### config.mk
export PLATFORM = sky130hd
export DESIGN_NAME = sliding_mad_outlier_remover
export DESIGN_NICKNAME = d
export VERILOG_FILES = /design/src/rtl/smor_pkg.sv /design/src/rtl/smor_ram.sv /design/src/rtl/smor_rank.sv /design/src/rtl/sliding_mad_outlier_remover.sv
export VERILOG_INCLUDE_DIRS = /design/src /design/src/rtl
export SDC_FILE = /design/constraint.sdc
export NUM_CORES = 2
export LEC_CHECK = 0
export BUFFER_PORTS_ARGS = -buffer_cell sky130_fd_sc_hd__buf_2
export CAP_MARGIN = 0
export CORE_ASPECT_RATIO = 1.4
export CORE_UTILIZATION = 60
export DETAILED_ROUTE_END_ITERATION = 8
export GPL_ROUTABILITY_DRIVEN = 0
export PLACE_DENSITY = 0.77
export SETUP_SLACK_MARGIN = 0.02
export SYNTH_ARGS = -nofsm -noshare
export SYNTH_HDL_FRONTEND = slang
export SYNTH_SLANG_ARGS = --single-unit
export TNS_END_PERCENT = 5
### constraint.sdc
create_clock -name clk -period 18 [get_ports clk]
set_clock_uncertainty 0.15 [all_clocks]
set_input_delay 2.7 -clock clk [delete_from_list [all_inputs] [get_ports clk]]
set_output_delay 2.7 -clock clk [all_outputs]
set_load 0.02 [all_outputs]
### src/rtl/sliding_mad_outlier_remover_macros.svh
// ----------------------------------------------------------------------------
// sliding_mad_outlier_remover_macros.svh
// assertion macros for the outlier remover, empty under synthesis
// ----------------------------------------------------------------------------
`ifndef SLIDING_MAD_OUTLIER_REMOVER_MACROS_SVH
`define SLIDING_MAD_OUTLIER_REMOVER_MACROS_SVH

`ifndef SYNTHESIS
// same-cycle implication on clk, disabled in reset
`define SMOR_ASSERT_IMPL(name, ante, cons, msg) \
	name: assert property (@(posedge clk) disable iff (!arst_n) (ante) |-> (cons)) \
		else $error(msg);
// next-cycle implication on clk, disabled in reset
`define SMOR_ASSERT_NEXT(name, ante, cons, msg) \
	name: assert property (@(posedge clk) disable iff (!arst_n) (ante) |=> (cons)) \
		else $error(msg);
`else
`define SMOR_ASSERT_IMPL(name, ante, cons, msg)
`define SMOR_ASSERT_NEXT(name, ante, cons, msg)
`endif

`endif

### src/rtl/smor_pkg.sv
// ----------------------------------------------------------------------------
// smor_pkg
// shared constants and types of the sliding-window outlier remover
// ----------------------------------------------------------------------------
package smor_pkg;

	localparam int WINDOW_DEF = 11;
	localparam int X_W        = 32;
	localparam int Y_W        = 32;
	localparam int KEY_W      = 32;
	localparam int SCALE_W    = 13;
	localparam int PROD_W     = KEY_W + SCALE_W;

	// 0.6745 * |y - m| > 3.5 * mad  as  1349 * |y - m| > 7000 * mad
	localparam logic [SCALE_W-1:0] DEV_SCALE = SCALE_W'(1349);
	localparam logic [SCALE_W-1:0] MAD_SCALE = SCALE_W'(7000);

	typedef struct packed {
		logic busy;
		logic done;
	} rank_sts_t;

endpackage

### src/rtl/smor_ram.sv
// ----------------------------------------------------------------------------
// smor_ram
// generic ram, one write port, two registered read ports
// ----------------------------------------------------------------------------
module smor_ram #(
	parameter int WIDTH = 32,
	parameter int DEPTH = 16,
	localparam int ADDR_W = $clog2(DEPTH)
) (
	input  logic              clk,
	input  logic              wr_en,
	input  logic [ADDR_W-1:0] wr_addr,
	input  logic [WIDTH-1:0]  wr_data,
	input  logic [ADDR_W-1:0] rd_addr_a,
	output logic [WIDTH-1:0]  rd_data_a,
	input  logic [ADDR_W-1:0] rd_addr_b,
	output logic [WIDTH-1:0]  rd_data_b
);

	logic [WIDTH-1:0] mem_q [DEPTH];

	always_ff @(posedge clk) begin
		if (wr_en) begin
			mem_q[wr_addr] <= wr_data;
		end
		rd_data_a <= mem_q[rd_addr_a];
		rd_data_b <= mem_q[rd_addr_b];
	end

endmodule

### src/rtl/smor_rank.sv
// ----------------------------------------------------------------------------
// smor_rank
// median search by pairwise rank counting, one compare per cycle
// ----------------------------------------------------------------------------
module smor_rank import smor_pkg::*; #(
	parameter int WINDOW = WINDOW_DEF,
	localparam int AW = $clog2(WINDOW)
) (
	input  logic             clk,
	input  logic             arst_n,
	input  logic             start,
	input  logic [KEY_W-1:0] key_a,
	input  logic [KEY_W-1:0] key_b,
	output logic [AW-1:0]    addr_a,
	output logic [AW-1:0]    addr_b,
	output rank_sts_t        sts,
	output logic [KEY_W-1:0] sel_key
);

	localparam int CW = $clog2(WINDOW + 1);
	localparam int H  = WINDOW / 2;

	logic             busy_q;
	logic [AW-1:0]    i_q;
	logic [AW-1:0]    j_q;
	logic             vld_s1;
	logic             jend_s1;
	logic             iend_s1;
	logic [CW-1:0]    acc_lt_q;
	logic [CW-1:0]    acc_le_q;
	logic             done_q;
	logic [KEY_W-1:0] sel_q;

	logic          lt;
	logic          le;
	logic [CW-1:0] tot_lt;
	logic [CW-1:0] tot_le;
	logic          hit;

	always_comb begin
		lt     = key_b < key_a;
		le     = key_b <= key_a;
		tot_lt = acc_lt_q + CW'(lt);
		tot_le = acc_le_q + CW'(le);
		hit    = (tot_lt <= CW'(H)) && (tot_le > CW'(H));
	end

	always_ff @(posedge clk or negedge arst_n) begin
		if (!arst_n) begin
			busy_q   <= 1'b0;
			i_q      <= '0;
			j_q      <= '0;
			vld_s1   <= 1'b0;
			jend_s1  <= 1'b0;
			iend_s1  <= 1'b0;
			acc_lt_q <= '0;
			acc_le_q <= '0;
			done_q   <= 1'b0;
		end else begin
			vld_s1  <= busy_q;
			jend_s1 <= j_q == AW'(WINDOW - 1);
			iend_s1 <= (i_q == AW'(WINDOW - 1)) && (j_q == AW'(WINDOW - 1));
			done_q  <= vld_s1 && iend_s1;
			if (start) begin
				busy_q   <= 1'b1;
				i_q      <= '0;
				j_q      <= '0;
				acc_lt_q <= '0;
				acc_le_q <= '0;
			end else if (busy_q) begin
				if (j_q == AW'(WINDOW - 1)) begin
					j_q <= '0;
					if (i_q == AW'(WINDOW - 1)) begin
						busy_q <= 1'b0;
					end else begin
						i_q <= i_q + AW'(1);
					end
				end else begin
					j_q <= j_q + AW'(1);
				end
			end
			if (vld_s1) begin
				if (jend_s1) begin
					acc_lt_q <= '0;
					acc_le_q <= '0;
				end else begin
					acc_lt_q <= tot_lt;
					acc_le_q <= tot_le;
				end
			end
		end
	end

	always_ff @(posedge clk) begin
		if (vld_s1 && jend_s1 && hit) begin
			sel_q <= key_a;
		end
	end

	assign addr_a   = i_q;
	assign addr_b   = j_q;
	assign sts.busy = busy_q || vld_s1;
	assign sts.done = done_q;
	assign sel_key  = sel_q;

endmodule

### src/rtl/sliding_mad_outlier_remover.sv
// ----------------------------------------------------------------------------
// sliding_mad_outlier_remover
// hampel filter on a stream of (x, y) samples, median absolute deviation test
// ----------------------------------------------------------------------------
// Samples arrive one transfer at a time; in_last closes a sequence. A sample
// with a full window around it is dropped when 1349*|y-median| exceeds
// 7000*mad, edge samples pass unchanged. The block takes one sample at a time
// and is not ready while it works on it. For a sample that completes a full
// window, the median and the mad are each found by a rank scan that compares
// one pair of window entries per cycle through the two read ports of the
// window memory (for the mad, the deviation memory), then one shared
// multiplier forms both products. Each result takes a memory read and an
// output load, and waits while out_ready is low. The window memories need
// no clearing after reset.
// ----------------------------------------------------------------------------
`include "sliding_mad_outlier_remover_macros.svh"

module sliding_mad_outlier_remover import smor_pkg::*; #(
	parameter int WINDOW = WINDOW_DEF
) (
	input  logic                  clk,
	input  logic                  arst_n,
	input  logic                  in_valid,
	output logic                  in_ready,
	input  logic [X_W-1:0]        in_x,
	input  logic signed [Y_W-1:0] in_y,
	input  logic                  in_last,
	output logic                  out_valid,
	input  logic                  out_ready,
	output logic [X_W-1:0]        out_x,
	output logic signed [Y_W-1:0] out_y,
	output logic                  out_last
);

	localparam int AW  = $clog2(WINDOW);
	localparam int CW  = $clog2(WINDOW + 1);
	localparam int PSW = CW + 1;
	localparam int H   = WINDOW / 2;

	typedef enum logic [8:0] {
		S_IDLE    = 9'b000000001,
		S_MED     = 9'b000000010,
		S_DEV     = 9'b000000100,
		S_MAD     = 9'b000001000,
		S_MUL_DEV = 9'b000010000,
		S_MUL_MAD = 9'b000100000,
		S_DECIDE  = 9'b001000000,
		S_RD      = 9'b010000000,
		S_OUT     = 9'b100000000
	} state_t;

	state_t              state_q;
	logic [CW-1:0]       count_q;
	logic [AW-1:0]       head_q;
	logic                last_q;
	logic [CW-1:0]       emit_idx_q;
	logic [CW-1:0]       emit_end_q;
	logic [AW-1:0]       k_q;
	logic                k_run_q;
	logic                dev_vld_s1;
	logic [AW-1:0]       dev_idx_s1;
	logic signed [Y_W-1:0] med_q;
	logic [KEY_W-1:0]    dev_c_q;
	logic [PROD_W-1:0]   prod_dev_q;
	logic [PROD_W-1:0]   prod_mad_q;
	logic                out_valid_q;
	logic [X_W-1:0]      out_x_q;
	logic [Y_W-1:0]      out_y_q;
	logic                out_last_q;

	logic                accept;
	logic                lead;
	logic [CW-1:0]       cnt_next;
	logic [AW-1:0]       head_inc;
	logic [AW-1:0]       wr_addr;
	logic [PSW-1:0]      emit_sum;
	logic [PSW-1:0]      emit_wrap;
	logic [AW-1:0]       emit_phys;
	logic [PSW-1:0]      cen_sum;
	logic [PSW-1:0]      cen_wrap;
	logic [AW-1:0]       cen_phys;
	logic [AW-1:0]       win_addr_a;
	logic [X_W+Y_W-1:0]  win_rd_a;
	logic [X_W+Y_W-1:0]  win_rd_b;
	logic [KEY_W-1:0]    dev_rd_a;
	logic [KEY_W-1:0]    dev_rd_b;
	logic [KEY_W-1:0]    key_a;
	logic [KEY_W-1:0]    key_b;
	logic [AW-1:0]       rank_addr_a;
	logic [AW-1:0]       rank_addr_b;
	rank_sts_t           rank_sts;
	logic [KEY_W-1:0]    sel_key;
	logic                rank_start;
	logic [Y_W:0]        diff;
	logic [Y_W:0]        diff_neg;
	logic [KEY_W-1:0]    dev;
	logic [KEY_W-1:0]    mul_op;
	logic [SCALE_W-1:0]  mul_k;
	logic [PROD_W-1:0]   prod;
	logic                outlier;
	logic                out_free;
	logic                out_load;
	logic                dev_done;

	always_comb begin
		accept   = in_valid && in_ready;
		lead     = count_q < CW'(H);
		cnt_next = (count_q == CW'(WINDOW)) ? count_q : count_q + CW'(1);
		head_inc = (head_q == AW'(WINDOW - 1)) ? '0 : head_q + AW'(1);
		wr_addr  = (count_q == CW'(WINDOW)) ? head_q : count_q[AW-1:0];

		// logical index to physical slot of the circular window
		emit_sum  = PSW'(head_q) + PSW'(emit_idx_q);
		emit_wrap = (emit_sum >= PSW'(WINDOW)) ? emit_sum - PSW'(WINDOW) : emit_sum;
		emit_phys = emit_wrap[AW-1:0];
		cen_sum   = PSW'(head_q) + PSW'(H);
		cen_wrap  = (cen_sum >= PSW'(WINDOW)) ? cen_sum - PSW'(WINDOW) : cen_sum;
		cen_phys  = cen_wrap[AW-1:0];

		unique case (1'b1)
			state_q == S_MED: win_addr_a = rank_addr_a;
			state_q == S_DEV: win_addr_a = k_q;
			default:          win_addr_a = emit_phys;
		endcase

		// order-preserving unsigned key for signed values; deviations used as they are
		if (state_q == S_MAD) begin
			key_a = dev_rd_a;
			key_b = dev_rd_b;
		end else begin
			key_a = {~win_rd_a[Y_W-1], win_rd_a[Y_W-2:0]};
			key_b = {~win_rd_b[Y_W-1], win_rd_b[Y_W-2:0]};
		end

		diff     = {win_rd_a[Y_W-1], win_rd_a[Y_W-1:0]} - {med_q[Y_W-1], med_q};
		diff_neg = (Y_W + 1)'(0) - diff;
		dev      = diff[Y_W] ? diff_neg[KEY_W-1:0] : diff[KEY_W-1:0];
		dev_done = dev_vld_s1 && (dev_idx_s1 == AW'(WINDOW - 1));

		rank_start = (accept && !lead && (cnt_next == CW'(WINDOW)))
			|| (state_q == S_DEV && dev_done);

		mul_op  = (state_q == S_MUL_DEV) ? dev_c_q : sel_key;
		mul_k   = (state_q == S_MUL_DEV) ? DEV_SCALE : MAD_SCALE;
		prod    = PROD_W'(mul_op) * PROD_W'(mul_k);
		outlier = prod_dev_q > prod_mad_q;

		out_free = !out_valid_q || out_ready;
		out_load = (state_q == S_OUT) && out_free;
	end

	smor_ram #(
		.WIDTH(X_W + Y_W),
		.DEPTH(WINDOW)
	) u_win_ram (
		.clk      (clk),
		.wr_en    (accept),
		.wr_addr  (wr_addr),
		.wr_data  ({in_x, in_y}),
		.rd_addr_a(win_addr_a),
		.rd_data_a(win_rd_a),
		.rd_addr_b(rank_addr_b),
		.rd_data_b(win_rd_b)
	);

	smor_ram #(
		.WIDTH(KEY_W),
		.DEPTH(WINDOW)
	) u_dev_ram (
		.clk      (clk),
		.wr_en    (dev_vld_s1),
		.wr_addr  (dev_idx_s1),
		.wr_data  (dev),
		.rd_addr_a(rank_addr_a),
		.rd_data_a(dev_rd_a),
		.rd_addr_b(rank_addr_b),
		.rd_data_b(dev_rd_b)
	);

	smor_rank #(
		.WINDOW(WINDOW)
	) u_rank (
		.clk    (clk),
		.arst_n (arst_n),
		.start  (rank_start),
		.key_a  (key_a),
		.key_b  (key_b),
		.addr_a (rank_addr_a),
		.addr_b (rank_addr_b),
		.sts    (rank_sts),
		.sel_key(sel_key)
	);

	always_ff @(posedge clk or negedge arst_n) begin
		if (!arst_n) begin
			state_q     <= S_IDLE;
			count_q     <= '0;
			head_q      <= '0;
			last_q      <= 1'b0;
			emit_idx_q  <= '0;
			emit_end_q  <= '0;
			k_q         <= '0;
			k_run_q     <= 1'b0;
			dev_vld_s1  <= 1'b0;
			out_valid_q <= 1'b0;
		end else begin
			dev_vld_s1 <= (state_q == S_DEV) && k_run_q;
			if (out_load) begin
				out_valid_q <= 1'b1;
			end else if (out_ready) begin
				out_valid_q <= 1'b0;
			end
			unique case (state_q)
				S_IDLE: begin
					if (accept) begin
						last_q  <= in_last;
						count_q <= cnt_next;
						if (count_q == CW'(WINDOW)) begin
							head_q <= head_inc;
						end
						if (lead) begin
							emit_idx_q <= count_q;
							emit_end_q <= count_q + CW'(1);
							state_q    <= S_RD;
						end else if (cnt_next == CW'(WINDOW)) begin
							state_q <= S_MED;
						end else if (in_last) begin
							emit_idx_q <= CW'(H);
							emit_end_q <= cnt_next;
							state_q    <= S_RD;
						end
					end
				end
				S_MED: begin
					if (rank_sts.done) begin
						k_q     <= '0;
						k_run_q <= 1'b1;
						state_q <= S_DEV;
					end
				end
				S_DEV: begin
					if (k_run_q) begin
						if (k_q == AW'(WINDOW - 1)) begin
							k_run_q <= 1'b0;
						end else begin
							k_q <= k_q + AW'(1);
						end
					end
					if (dev_done) begin
						state_q <= S_MAD;
					end
				end
				S_MAD: begin
					if (rank_sts.done) begin
						state_q <= S_MUL_DEV;
					end
				end
				S_MUL_DEV: state_q <= S_MUL_MAD;
				S_MUL_MAD: state_q <= S_DECIDE;
				S_DECIDE: begin
					emit_idx_q <= outlier ? CW'(H + 1) : CW'(H);
					emit_end_q <= last_q ? CW'(WINDOW) : CW'(H + 1);
					state_q    <= S_RD;
				end
				S_RD: begin
					if (emit_idx_q >= emit_end_q) begin
						state_q <= S_IDLE;
						if (last_q) begin
							count_q <= '0;
							head_q  <= '0;
						end
					end else begin
						state_q <= S_OUT;
					end
				end
				S_OUT: begin
					if (out_free) begin
						emit_idx_q <= emit_idx_q + CW'(1);
						state_q    <= S_RD;
					end
				end
				default: state_q <= S_IDLE;
			endcase
		end
	end

	always_ff @(posedge clk) begin
		dev_idx_s1 <= k_q;
		if (state_q == S_MED && rank_sts.done) begin
			med_q <= {~sel_key[KEY_W-1], sel_key[KEY_W-2:0]};
		end
		if (dev_vld_s1 && dev_idx_s1 == cen_phys) begin
			dev_c_q <= dev;
		end
		if (state_q == S_MUL_DEV) begin
			prod_dev_q <= prod;
		end
		if (state_q == S_MUL_MAD) begin
			prod_mad_q <= prod;
		end
		if (out_load) begin
			out_x_q    <= win_rd_a[X_W+Y_W-1:Y_W];
			out_y_q    <= win_rd_a[Y_W-1:0];
			out_last_q <= last_q && ((emit_idx_q + CW'(1)) == emit_end_q);
		end
	end

	assign in_ready  = state_q == S_IDLE;
	assign out_valid = out_valid_q;
	assign out_x     = out_x_q;
	assign out_y     = out_y_q;
	assign out_last  = out_last_q;

	`SMOR_ASSERT_IMPL(a_count_range, 1'b1, count_q <= CW'(WINDOW), "sample count beyond window")
	`SMOR_ASSERT_IMPL(a_head_filling, count_q != CW'(WINDOW), head_q == '0, "head moved before window full")
	`SMOR_ASSERT_IMPL(a_emit_bound, state_q == S_OUT, emit_idx_q < emit_end_q, "result index past end")
	`SMOR_ASSERT_NEXT(a_rank_idle_start, rank_start, rank_sts.busy, "rank scan did not start")

endmodule
Word level (Yosys, flattened, before mapping)
Memories as Yosys holds them, arrays and structs flattened. A register that Yosys moved wholly into a read port is not among the register bits. Cells that the tools add are included. Widths: inputs -> output; s select.

Memories kept: 2. Memory bits (writable): 1056. Input bits: 69. Output and inout bits: 67. Word-level logic and storage cells: 196. Flip-flop bits (word level): 309.

Memories: u_win_ram.mem_q (depth 11, bits a word 64, read ports 2, clocked after memory_dff 2, write ports 1, RTL line smor_ram.sv:20) `logic [WIDTH-1:0] mem_q [DEPTH];`; u_dev_ram.mem_q (depth 11, bits a word 32, read ports 2, clocked after memory_dff 2, write ports 1, RTL line smor_ram.sv:20).

Equality and inequality tests: 32. Magnitude comparators: 9. Reductions and logical operators: 36. Muxes and demuxes: 71. $mul: 1. Bitwise logic cells: 3. Add/sub/neg operators: 14.

Operators by type and width (number): $mux 4 (35); $mux 32 (4); $mux 9 (9); $pmux 9 s9 (1); $gt 45x45->1 (1); $mul 32x13->45 (1); $pmux 4 s2 (5); $sub 32x32->33 (1); $le 32x32->1 (1); $lt 32x32->1 (1); $sub 1x32->32 const A (1); $eq 4x4->1 const B (7); $add 4x1->4 const B (6); $logic_and 1x1->1 (15); $ne 2x2->1 const B (7); $reduce_bool 2->1 (7); $mux 1 (13); $mux 13 (1); $pmux 4 s3 (1); $reduce_and 4->1 (3); $ge 5x4->1 const B (2); $reduce_and 5->1 (2); $eq 9x1->1 const B (1); $eq 9x2->1 const B (1); other kinds (29) (40).

Depth between registers and ports, before layout
Depth in word-level cells: 7. Gate-level depth with buffers: 30. Gate-level depth less buffers: 27.

Modules after synthesis
Synthesis repeated with hierarchy kept, for this count alone.

Cell total of the unflattened synthesis: 6111. Area total of the unflattened synthesis: 81229.2 sq um.

Modules (own cells, without submodules): smor_ram (u_win_ram) (area an instance 36443.7 sq um, cells each 2319, instances 1); sliding_mad_outlier_remover (area an instance 23408.7 sq um, cells each 2372, instances 1); smor_ram (u_dev_ram) (area an instance 18536.5 sq um, cells each 1171, instances 1); smor_rank (area an instance 2840.2 sq um, cells each 249, instances 1).

Least setup slack after synthesis
No wires, ideal clock.

Kind: register -> register. Start: register state_q[3]. End: register prod_dev_q[25], data pin. Setup time: 0.269 ns. Cell stages (with the launch flop): 26. Required time: 17.581 ns. Path slack: 9.584 ns. Clock period less this slack: 8.416 ns. Path buffers: 3. Data arrival time: 7.997 ns. Cell sequence: dfrtp_1 -> nor3_1 -> nand3_1 -> or3b_2 -> clkbuf_1 -> inv_1 -> clkbuf_1 -> buf_1 -> nor2_1 -> ha_1 -> a21o_1 -> fa_1 -> fa_1 -> fa_1 -> inv_1 -> fa_1 -> inv_1 -> ha_1 -> a2111oi_0 -> inv_1 -> o311a_1 -> o21a_1 -> or2_2 -> a31oi_1 -> o21bai_1 -> xor2_1.

Word-level cells in the longest chain between the ends: 3.

RTL lines: from (decl) (RTL line sliding_mad_outlier_remover.sv:52) `state_t state_q;`; from (signal assigned) (RTL line sliding_mad_outlier_remover.sv:196) `state_q <= S_IDLE;`; from (signal assigned) (RTL line sliding_mad_outlier_remover.sv:224) `state_q <= S_RD;`; from (signal assigned) (RTL line sliding_mad_outlier_remover.sv:226) `state_q <= S_MED;`; $eq 9x5->1 * (RTL line sliding_mad_outlier_remover.sv:143, sliding_mad_outlier_remover.sv:144); $mux 32 / $mux 13 (equally long branches) (RTL line sliding_mad_outlier_remover.sv:143, sliding_mad_outlier_remover.sv:144); $mul 32x13->45 * (RTL line sliding_mad_outlier_remover.sv:145) `prod = PROD_W'(mul_op) * PROD_W'(mul_k);`; named net prod[25] (RTL line sliding_mad_outlier_remover.sv:99) `logic [PROD_W-1:0] prod;`; to (signal assigned) (RTL line sliding_mad_outlier_remover.sv:296) `prod_dev_q <= prod;`; to (decl) (RTL line sliding_mad_outlier_remover.sv:64) `logic [PROD_W-1:0] prod_dev_q;`.

The timed path passes the listed nets; every way through them passes the cells marked *. A chain may end at the register's enable or synchronous reset.

Final worst setup path
Start: register state_q[3]. End: register prod_mad_q[44], data pin.

Word-level cells in the longest chain between the ends: 3.

RTL lines: $eq 9x5->1 * (RTL line sliding_mad_outlier_remover.sv:143, sliding_mad_outlier_remover.sv:144); $mux 32 / $mux 13 (equally long branches) (RTL line sliding_mad_outlier_remover.sv:143, sliding_mad_outlier_remover.sv:144); $mul 32x13->45 * (RTL line sliding_mad_outlier_remover.sv:145); named net prod[44] (RTL line sliding_mad_outlier_remover.sv:99); to (signal assigned) (RTL line sliding_mad_outlier_remover.sv:299) `prod_mad_q <= prod;`; to (decl) (RTL line sliding_mad_outlier_remover.sv:65) `logic [PROD_W-1:0] prod_mad_q;`.

Marks and branches as above.

==> results by group <==
Run status
  – Result of the run: completed

Timing
  – RSZ-0062 raised after global routing: no
  – Tightest slew margin relative to the limit: 15.65%
  – Count of endpoints failing hold in the final timing report: 0
  – Setup TNS Final: 0 ns
  – FMAX: 116.0 MHz
  – Post-layout min period: 8.619 ns
  – Final Max Tran Viols: 0
  – Transition time of the tightest slew-check pin: 1.256 ns
  – Total of endpoints with negative setup slack in the final report: 0
  – Final clock period utilization by the worst path: 47.88%

Critical path
  – Setup slack of the most critical reg-to-reg path: 9.38 ns
  – Worst-case reg-to-reg path depth: 25
  – Arr. time, crit path: 8.97 ns
  – Crit Reg-Reg Startpoint: state_q[3]
  – Kind of start point of the critical path: flop
  – Crit path capture type: flop
  – Worst reg2reg endpoint: prod_mad_q[44]
  – CP Data Required Time: 18.35 ns
  – Largest fanout on the critical path: 58
  – Startpoint-to-endpoint class of the critical path: reg2reg

Drt
  – Avg WL per Cell: 23.26 um
  – Post-DRT Antenna Nets: 0
  – Detailed-route wire length: 183,200 um
  – First-pass iteration count of the detailed router: 6
  – Total via count after detailed routing: 49,143
  – Initial drt markers: 4,464
  – Remaining routing DRC violations: 0
  – Vias per inst: 6.240

Clock network
  – H-Tree Depth: 4
  – Number of sinks driven by the clock tree: 1,525
  – Clock tree from TritonCTS: yes
  – Post-CTS setup-driven buffer insertion count: 0
  – Post-cts sizing count: 0
  – Insertion delay of the later-clocked pin in the worst-skew pair: 0.78 ns
  – Clk root buf: sky130_fd_sc_hd__clkbuf_16
  – Clock Tree Buf Depth: 3
  – Count of hold buffers inserted by post-cts repair: 0
  – Clock transition at the registers of the reported paths: 0.06 ns
  – Number of buffers created by CTS: 143

Layout
  – Final-stage net count: 6,695
  – Layout area overhead: 9.511%
  – Fraction of layout cells with a size suffix above 1: 11.65%
  – Highest-count cells in the layout ignoring fill and taps: sky130_fd_sc_hd__edfxtp_1, sky130_fd_sc_hd__nand2_1, sky130_fd_sc_hd__inv_1, sky130_fd_sc_hd__ha_1, sky130_fd_sc_hd__o21ai_0
  – Layout Cells excl Fill: 7,876
  – Leading cell type in the layout, fill and taps excluded: sky130_fd_sc_hd__edfxtp_1
  – Summed area of non-filler cells in the final layout: 83,850 um2
  – Fill cells: 8,685

GRT
  – Maximum number of pins on one net before global-route repair: 195
  – Wire length of the first global-routing pass: 282,200 um
  – GR Overflow Total: 0
  – Number of global-route vias before repair: 50,390
  – Initial antenna violation count: 18
  – Global router's overall resource usage: 28.64%

Die
  – Vertical extent of the die: 424.7 um
  – Initial cell density of the core: 60.67%
  – Overall die area: 129,100 um2
  – Area of the core region: 126,200 um2
  – Number of standard-cell rows in the floorplan: 154
  – Die Width: 303.9 um
  – Count of boundary I/O pins: 136

Synth
  – Number of enable flip-flop cells after synthesis: 1,307
  – Number of warnings reported in the yosys synthesis log: 0
  – Post-Synthesis Cell Area: 76,570 um2
  – Cells after Synth: 6,081
  – Leading register cell type out of synthesis: sky130_fd_sc_hd__edfxtp_1
  – Fraction of the yosys area taken by sequential cells: 57.31%
  – Flop and latch count out of synthesis: 1,525
  – Post-synthesis async set-or-reset flop share: 3.541%
  – Yosys cell types: 90
  – Mean area per synthesized cell: 12.59 um2

Place
  – Cells after DPL: 7,607
  – Placed Area: 78,880 um2
  – Buffers added on ports: 135
  – Placed wire-length estimate: 114,800 um

Run
  – Max-Cap Viols: 0

Min path
  – Endpoint with the worst hold slack: out_x[1]
  – Startpoint of the worst hold path: u_win_ram.rd_data_a[33]
  – Tightest Hold Check Type: reg2reg
  – Worst hold path depth: 0
==> through the flow <==
step,utilization (%),hold WS [ns],worst slack [ns]
final,66.44,0.2527,9.381
after global routing,66.43,0.2641,8.827
after global placement,62.50,0.2384,9.590
after detailed placement,62.50,0.2396,9.446
after CTS,66.42,0.2528,9.412
after floorplan,-,0.2019,9.584
==> cell usage after synthesis, drive strengths merged (91+ instances only) <==
| cell type | instances | area [um2] |
|---|---|---|
| mux4 | 192 | 4324 |
| o21ai | 279 | 1396 |
| a31oi | 91 | 569.3 |
| nand2 | 1098 | 4121 |
| fa | 207 | 4144 |
| clkbuf | 231 | 867.1 |
| edfxtp | 1307 | 39250 |
| nor2 | 138 | 518.0 |
| mux2i | 228 | 2282 |
| nand3 | 163 | 815.8 |
| inv | 487 | 1828 |
| ha | 305 | 3816 |
| nand2b | 94 | 588.1 |
| a21oi | 170 | 854.6 |
| buf | 91 | 389.1 |
| dfxtp | 164 | 3283 |
==> per-layer routing <==
| metal | GRT usage, % | vias to the layer above | routed length, um |
|---|---|---|---|
| met5 | 0 | - | 117 |
| met4 | 14.10 | 20 | 8271 |
| met3 | 4.810 | 518 | 12670 |
| met2 | 50.42 | 1997 | 93770 |
| met1 | 34.10 | 24639 | 68360 |
| li1 | - | 21969 | - |
==> worst max-delay path: stages (launching register included) <==
cell                       delay, ns
sky130_fd_sc_hd__dfrtp_1        0.45
sky130_fd_sc_hd__nor3_1         0.32
sky130_fd_sc_hd__nand3_1        0.17
sky130_fd_sc_hd__or3b_2         0.63
sky130_fd_sc_hd__inv_2          0.46
sky130_fd_sc_hd__buf_4          0.67
sky130_fd_sc_hd__nand2_1        0.26
sky130_fd_sc_hd__nand2_1        0.17
sky130_fd_sc_hd__ha_1           0.27
sky130_fd_sc_hd__fa_1           0.51
sky130_fd_sc_hd__fa_1           0.52
sky130_fd_sc_hd__fa_1           0.49
sky130_fd_sc_hd__inv_1          0.05
sky130_fd_sc_hd__fa_1           0.47
sky130_fd_sc_hd__inv_1          0.04
sky130_fd_sc_hd__ha_1           0.36
sky130_fd_sc_hd__a21o_1         0.20
sky130_fd_sc_hd__a211o_1        0.34
sky130_fd_sc_hd__inv_1          0.09
sky130_fd_sc_hd__o311ai_0       0.11
sky130_fd_sc_hd__o21ai_0        0.50
sky130_fd_sc_hd__o31ai_1        0.23
sky130_fd_sc_hd__o221ai_1       0.37
sky130_fd_sc_hd__o21ai_0        0.16
sky130_fd_sc_hd__a21oi_1        0.19
sky130_fd_sc_hd__xnor2_1        0.10
==> worst max-delay path by stage <==
stage / start / to / slack, ns / cells after the start
global placement: state_q[3] / prod_dev_q[44] / 9.59 / 25
finish: state_q[3] / prod_mad_q[44] / 9.38 / 25
CTS: state_q[3] / prod_dev_q[44] / 9.41 / 25
global route: state_q[3] / prod_mad_q[44] / 8.83 / 25
detailed placement: state_q[3] / prod_dev_q[44] / 9.45 / 25
floorplan: state_q[3] / prod_dev_q[25] / 9.58 / 25
==> flip-flops by register name, indices dropped and copies added, names as in the netlist, 9 cells and up <==
| signal | cells |
|---|---|
| out_x | 32 |
| u_dev_ram.rd_data_b | 32 |
| med_q | 32 |
| state_q | 9 |
| u_win_ram.rd_data_a | 64 |
| u_dev_ram.rd_data_a | 32 |
| prod_mad_q | 45 |
| dev_c_q | 32 |
| u_rank.sel_key | 32 |
| out_y | 32 |
| u_dev_ram.mem_q | 352 |
| u_win_ram.rd_data_b | 32 |
| u_win_ram.mem_q | 704 |
| prod_dev_q | 45 |
==> layout make-up <==
cell class	count	area [um2]	share of cell area (%)
Timing Repair Buffer	202	1216	1.450
Inverter	487	1828	2.180
Multi-Input combinational cell	3755	29880	35.64
Sequential cell	1525	43910	52.37
Antenna cell	7	17.52	0.02089
Clock buffer	185	4004	4.775
Clock inverter	77	942.2	1.124
Tap cell	1638	2049	2.444
==> cells by family (layout without fill, tap and decap cells) <==
logic type | after synthesis | in the layout | share of synthesized area [%]
AND/OR/NAND/NOR | 1775 | 1775 | 10.39
adder cells (fa/ha/maj) | 512 | 512 | 10.40
AO/OA/AOI/OAI | 882 | 882 | 7.323
XOR/XNOR | 120 | 120 | 1.373
buffers and inverters | 809 | 951 | 4.028
other | 2 | 17 | 0.009809
multiplexers | 456 | 456 | 9.163
flip-flops | 1525 | 1525 | 57.31
Power is not shown: default switching activity piles up to over one toggle a cycle in this logic, so the estimate is an artifact.
